===== config.mk =====
export PLATFORM = sky130hd
export DESIGN_NAME = fca_ctrl
export DESIGN_NICKNAME = d
export VERILOG_FILES = /design/src/rtl/fca_pkg.sv /design/src/rtl/fca_ctrl.sv
export SDC_FILE = /design/constraint.sdc
export NUM_CORES = 1
export LEC_CHECK = 0
export ABC_AREA = 1
export CAP_MARGIN = 20
export CORE_MARGIN = 5
export CORE_UTILIZATION = 37
export DETAILED_ROUTE_END_ITERATION = 6
export DONT_BUFFER_PORTS = 1
export PLACE_DENSITY = 0.61
export SETUP_SLACK_MARGIN = 0.1
export SLEW_MARGIN = 5
export SYNTH_ARGS = -nofsm -noshare
export SYNTH_HDL_FRONTEND = slang
export SYNTH_SLANG_ARGS = --single-unit
export TNS_END_PERCENT = 1

===== constraint.sdc =====
create_clock -name clk -period 1.5 [get_ports clk]
set_clock_uncertainty 0.1 [all_clocks]
set_input_delay 0.225 -clock clk [delete_from_list [all_inputs] [get_ports clk]]
set_output_delay 0.225 -clock clk [all_outputs]
set_load 0.005 [all_outputs]

===== src/rtl/fca_pkg.sv =====
// fca_pkg: constants, codes and control types shared by the allocator modules.
// Depends on nothing.
`default_nettype none
package fca_pkg;

  localparam int ENTRIES = 4096;
  localparam int WORD_W = 64;
  localparam int BIT_W = $clog2(WORD_W);
  localparam int WORDS = ENTRIES / WORD_W;
  localparam int WADR_W = $clog2(WORDS);
  localparam int IDX_W = 12;
  localparam int LINK_W = 13;
  localparam logic [LINK_W-1:0] END_OF_CHAIN = {LINK_W{1'b1}};

  typedef enum logic [1:0] {
    OP_READ   = 2'd0,
    OP_WRITE  = 2'd1,
    OP_CLEAR  = 2'd2,
    OP_EXPAND = 2'd3
  } op_t;

  typedef enum logic [1:0] {
    RES_LINK  = 2'd0,
    RES_ZERO  = 2'd1,
    RES_FRESH = 2'd2,
    RES_FULL  = 2'd3
  } res_sel_t;

  typedef enum logic [1:0] {
    LSRC_INPUT = 2'd0,
    LSRC_END   = 2'd1,
    LSRC_FRESH = 2'd2
  } link_src_t;

  typedef struct packed {
    logic      load;
    logic      scan;
    logic      tgt_fresh;
    logic      tgt_tail;
    logic      wr_link;
    link_src_t link_src;
    logic      mod_used;
    logic      used_val;
    logic      emit;
    res_sel_t  res_sel;
  } cmd_t;

  typedef struct packed {
    op_t  op;
    logic idx_ok;
    logic tail_ok;
    logic hit;
    logic full;
  } stat_t;

  // index of the lowest set bit; zero when none is set
  function automatic logic [BIT_W-1:0] lowest_one(input logic [WORD_W-1:0] v);
    logic [BIT_W-1:0] r;
    r = '0;
    for (int i = WORD_W - 1; i >= 0; i--) begin
      if (v[i]) begin
        r = BIT_W'(i);
      end
    end
    return r;
  endfunction

endpackage
`default_nettype wire


===== src/rtl/fca_ctrl.sv =====
// fca_ctrl: operation sequencer for the allocator.
// Depends on fca_pkg; drives fca_datapath through cmd_t, reads stat_t.
`default_nettype none
module fca_ctrl (
  input  wire logic           clk,
  input  wire logic           rst,
  input  wire logic           start,
  input  wire fca_pkg::op_t   operation,
  input  wire fca_pkg::stat_t stat,
  output fca_pkg::cmd_t       cmd,
  output logic                busy
);

  typedef enum logic [5:0] {
    S_IDLE        = 6'b000001,
    S_SCAN        = 6'b000010,
    S_LOOK        = 6'b000100,
    S_UPDATE      = 6'b001000,
    S_LOOK_TAIL   = 6'b010000,
    S_UPDATE_TAIL = 6'b100000
  } state_t;

  state_t state, state_next;

  assign busy = (state != S_IDLE);

  always_ff @(posedge clk) begin
    if (rst) begin
      state <= S_IDLE;
    end else begin
      state <= state_next;
    end
  end

  always_comb begin
    state_next = state;
    cmd = '0;
    cmd.link_src = fca_pkg::LSRC_INPUT;
    cmd.res_sel = fca_pkg::RES_ZERO;
    case (state)
      S_IDLE: begin
        if (start) begin
          cmd.load = 1'b1;
          state_next = (operation == fca_pkg::OP_EXPAND) ? S_SCAN : S_LOOK;
        end
      end
      S_SCAN: begin
        if (stat.hit) begin
          cmd.tgt_fresh = 1'b1;
          state_next = S_LOOK;
        end else if (stat.full) begin
          cmd.emit = 1'b1;
          cmd.res_sel = fca_pkg::RES_FULL;
          state_next = S_IDLE;
        end else begin
          cmd.scan = 1'b1;
        end
      end
      S_LOOK: begin
        state_next = S_UPDATE;
      end
      S_UPDATE: begin
        state_next = S_IDLE;
        cmd.emit = 1'b1;
        case (stat.op)
          fca_pkg::OP_READ: begin
            cmd.res_sel = fca_pkg::RES_LINK;
          end
          fca_pkg::OP_WRITE: begin
            cmd.res_sel = fca_pkg::RES_ZERO;
            cmd.wr_link = stat.idx_ok;
            cmd.link_src = fca_pkg::LSRC_INPUT;
            cmd.mod_used = stat.idx_ok;
            cmd.used_val = 1'b1;
          end
          fca_pkg::OP_CLEAR: begin
            cmd.res_sel = fca_pkg::RES_LINK;
            cmd.mod_used = stat.idx_ok;
            cmd.used_val = 1'b0;
          end
          fca_pkg::OP_EXPAND: begin
            cmd.wr_link = 1'b1;
            cmd.link_src = fca_pkg::LSRC_END;
            cmd.mod_used = 1'b1;
            cmd.used_val = 1'b1;
            cmd.res_sel = fca_pkg::RES_FRESH;
            if (stat.tail_ok) begin
              cmd.emit = 1'b0;
              cmd.tgt_tail = 1'b1;
              state_next = S_LOOK_TAIL;
            end
          end
          default: begin
            cmd.res_sel = fca_pkg::RES_ZERO;
          end
        endcase
      end
      S_LOOK_TAIL: begin
        state_next = S_UPDATE_TAIL;
      end
      S_UPDATE_TAIL: begin
        cmd.wr_link = 1'b1;
        cmd.link_src = fca_pkg::LSRC_FRESH;
        cmd.mod_used = 1'b1;
        cmd.used_val = 1'b1;
        cmd.emit = 1'b1;
        cmd.res_sel = fca_pkg::RES_FRESH;
        state_next = S_IDLE;
      end
      default: begin
        state_next = S_IDLE;
      end
    endcase
  end

endmodule
`default_nettype wire


* Yosys cells after proc, flatten, opt, wreduce, memory -nomap -nowiden
Cells that the tools add are included.
Widths: inputs -> output; s select.
** Cells by class
- Add/sub/neg operators :: 0
- $mul :: 0
- Div/mod/pow operators :: 0
- $lt $le $gt $ge :: 0
- Equal/unequal tests :: 13
- Shift-type cells :: 0
- Multiplexer cells :: 25
- Bitwise gates (word level) :: 0
- Reductions and logical operators :: 3
** Operators with widths (count)
- $pmux 6 s5 :: 1
- $mux 6 :: 4
- $pmux 2 s3 :: 2
- $mux 1 :: 10
- $pmux 5 s2 :: 1
- $mux 3 :: 3
- $pmux 3 s3 :: 1
- $eq 2x2->1 const B :: 3
- $eq 6x1->1 const B :: 1
- $eq 6x2->1 const B :: 1
- $eq 6x3->1 const B :: 1
- $eq 6x4->1 const B :: 1
- $eq 6x5->1 const B :: 1
- $eq 6x6->1 const B :: 1
- $ne 6x1->1 const B :: 1
- $pmux 3 s2 :: 1
- $mux 5 :: 1
- $ne 3x3->1 const B :: 1
- $eq 2x1->1 const B :: 1
- $logic_not 2->1 :: 1
- $mux 2 :: 1
- $ne 2x2->1 const B :: 1
- $reduce_and 2->1 :: 1
- $reduce_or 2->1 :: 1
** Word-level totals
- Register bits :: 6
- Latch bits :: 0
- RAM bits :: 0
- Bits in read-only memories :: 0
- Bits of input ports :: 11
- Output and inout port bits :: 13
- Logic and storage cells :: 42
- Memories kept :: 0

* Logic depth before layout (Yosys ltp)
- Depth after elaboration :: 4
- Mapped depth :: 9
- Mapped depth without buffers :: 9

* Worst setup path after synthesis
OpenSTA, ideal clock, no wires.
- Kind :: register to output
- Start point :: reg state[0]
- End point :: out cmd[0] in the netlist's numbering
- Arrival time :: 0.955 ns
- Data required time :: 1.175 ns
- Setup slack :: 0.220 ns
- Cell stages (with the launch flop) :: 7
- Buffers on the path :: 0
- Path through :: dfxtp_1 -> nor2_2 -> nand2_1 -> nor3_2 -> inv_2 -> nand2_1 -> o21ai_1
** RTL lines
- start: declaration :: line fca_ctrl.sv:23 : state_t state, state_next;
- start signal: assignment :: line fca_ctrl.sv:31 : state <= state_next;
- end: declaration :: line fca_ctrl.sv:10 : output fca_pkg::cmd_t cmd,

==> results.json <==
{
  "die_w_um": 46.8,
  "antenna_found_initial": 0,
  "syn2layout_area_growth_pct": 31.3,
  "swShare_pct": 34.4,
  "slowest_delay_ns": 0.34,
  "cts_tree": "done",
  "ant_nets": 0,
  "hold_slack_ns": 0.0397,
  "cap_viol_max_count": 0,
  "numCtsBuffers": 3,
  "final_cells": 106,
  "fmaxAchievable_ghz": 0.645,
  "p_per_area_nw_per_um2": 732,
  "fill_cells": 130,
  "syn_inst": 81,
  "cp.buffers_inverters": 1,
  "drcViolationCount": 0,
  "grt_setup_unrepaired": "yes",
  "crit_arrival_ns": 1.23,
  "relSlewSlack_pct": 84.3,
  "seq_power_share_pct": 39.5,
  "syn-num-nets": 92,
  "power.switching_mw": 0.165,
  "crit_family": "simple AND/OR/NAND/NOR gates",
  "hp-start": "rst",
  "setup_viol": 8,
  "path_clk_slew_ns": 0.04,
  "vias": 511,
  "power.leakage_nw": 0.326,
  "synth_top_cell_by_area": "dfxtp_1",
  "endpoint_kind": "output port",
  "wl_per_cell_um": 10.6,
  "synthArstFlopShare_pct": 0,
  "synthTopCellsByArea": "dfxtp_1 (24%), inv_1 (12%), nand2_1 (9.7%)",
  "cts_max_level": 1,
  "final_core_utilization_pct": 51.1,
  "cts_root_buf": "clkbuf_4",
  "hold_violations": 0,
  "crit_path_start_kind": "flop",
  "critPathKind": "reg2out",
  "setup_ws_ns": -0.0503,
  "worst_hold_path.num_cells": 3,
  "io_pins": 24,
  "ys_types": 17,
  "maxSlewViolCount": 0,
  "synth_seq_cells": 6,
  "synth-seq-area-share_pct": 24.0,
  "overflow": 0,
  "synth_edf_count": 0,
  "min_period_ns": 1.55,
  "fin_tns_setup_ns": -0.258,
  "die-area_um2": 2190,
  "drive_above_1_share_pct": 45.1,
  "reg2reg_slack_ns": 0.10,
  "required_ns": 1.17,
  "cts_buffer_depth": 2,
  "diodes": 0,
  "dr.pass1.iters": 4,
  "rr_endpoint": "state[0]",
  "grt_pass1_vias": 434,
  "reg_top3": "state (6)",
  "cp_slowest_cell": "dfxtp_2",
  "dpl_cell_area_um2": 527,
  "final-seq-area_um2": 125,
  "netlist.area_leader.share_pct": 24.0,
  "pwr-share-clk_pct": 29.8,
  "grtUsageTotal_pct": 10.8,
  "fin_area_um2": 657,
  "cts_sinks": 6,
  "violations": "negative setup slack",
  "status": "complete, but fails checks",
  "crit_path_cell_trace": "nor2_4 -> nand3_4 -> nor2_2 -> inv_1 -> o21ai_2",
  "wirelength_mm": 1.12,
  "ir_drop_mv": 0.415,
  "dp.cells": 97,
  "synthesis.area_um2": 500,
  "largest_register_ffs": 6,
  "synth_area_per_cell_um2": 6.18,
  "period_share_pct": 103,
  "die_y_um": 46.8,
  "worst_pin_slew_ns": 0.233,
  "start_util_pct": 38.9,
  "internal_power_mw": 0.316,
  "grt_max_degree": 8,
  "worstHoldEndpoint": "state[5]",
  "cp_max_fo": 7,
  "core_um2": 1280,
  "gp_congestion": 0.731,
  "synthTopCellsByCount": "inv_1 (16), nand2_1 (13), nor2_1 (13)",
  "multi_input_comb_area_um2": 357,
  "regMostFlops": "state",
  "clk_latency_ns": 0.24,
  "yosysMostFrequentCell": "inv_1",
  "comb_power_share_pct": 30.6,
  "drtIter0Drc": 18,
  "reg2reg_depth": 9,
  "worstHoldPathType": "in2reg",
  "ys.flop_type": "dfxtp_1",
  "placementRows": 13,
  "grt_pass1_wl_mm": 1.75,
  "viasPerCell": 4.82,
  "nNetsFinal": 104,
  "portBuffers": 0,
  "r2r_start": "state[4]",
  "yosys_warnings": 0,
  "dp_hpwl_um": 855
}
## metrics by stage
step | power [mW] | setup slack, ns
floorplan | 0.296 | 0.220
global placement | 0.311 | 0.0886
detailed placement | 0.312 | 0.0875
CTS | 0.473 | -0.0861
global route | 0.513 | -0.123
finish | 0.481 | -0.0503
## worst max path at each step
| stage | slack (ns) | depth (start not counted) | from | endpoint |
|---|---|---|---|---|
| floorplan | 0.22 | 6 | state[0] | cmd[0] |
| global placement | 0.09 | 5 | state[4] | cmd[8] |
| detailed placement | 0.09 | 5 | state[4] | cmd[8] |
| CTS | -0.09 | 6 | state[1] | cmd[0] |
| global route | -0.12 | 4 | state[4] | cmd[11] |
| finish | -0.05 | 5 | state[4] | cmd[0] |
## worst register-to-register path, stage by stage, from the launching register on
cell,delay [ns]
dfxtp_2,0.34
nor2_4,0.19
buf_4,0.14
nand3_2,0.15
inv_2,0.09
nand2_1,0.06
nand2_2,0.07
inv_2,0.04
nand2_1,0.05
nand2_1,0.04
## layer usage
metal	routed length, um	track usage, %	vias up
met5	0	0	-
met4	0	4.97	0
met3	58	1.53	0
met2	573	18.7	15
met1	489	13.2	229
li1	-	-	267
## placed cells by master (no fill, tap or decap), types with 3 or more instances in the layout
cell,instances
inv_1,16
nand2_2,4
dfxtp_2,4
inv_2,5
nor2_2,5
nand3_1,4
nand2_1,11
nor2_1,9
buf_4,6
nor2_4,6
clkbuf_4,3
## layout make-up
type / instances / share of cell area (%)
Clock buffer: 3 / 3.43
Inverter: 21 / 12.0
Multi-Input combinational cell: 54 / 54.3
Sequential cell: 6 / 19.0
Tap cell: 15 / 2.86
Timing Repair Buffer: 7 / 8.38
## power groups by stage
stage,Combinational [mW],Sequential [mW],Clock (mW)
detailed placement,0.124,0.188,0
global placement,0.124,0.187,0
floorplan,0.110,0.186,0
global route,0.170,0.191,0.152
finish,0.147,0.190,0.144
CTS,0.139,0.188,0.146
## kinds of logic (layout without fill, tap and decap cells)
| group | Yosys count | count (layout) | synth area share [%] |
|---|---|---|---|
| compound gates | 9 | 9 | 10.5 |
| flops | 6 | 6 | 24.0 |
| buf+inv | 21 | 31 | 15.8 |
| simple gates | 45 | 45 | 49.8 |
## timing repair
| item | CTS | global route |
|---|---|---|
| endpoints found under the setup margin | 12 | 17 |
| resized for setup | 10 | 7 |
| setup buffers | 2 | 3 |
| pin swaps | 5 | 4 |
| endpoints found under the hold margin | 5 | 0 |
| hold buffers | 1 | 0 |
Note: power is estimated with default switching activity, not from simulation.
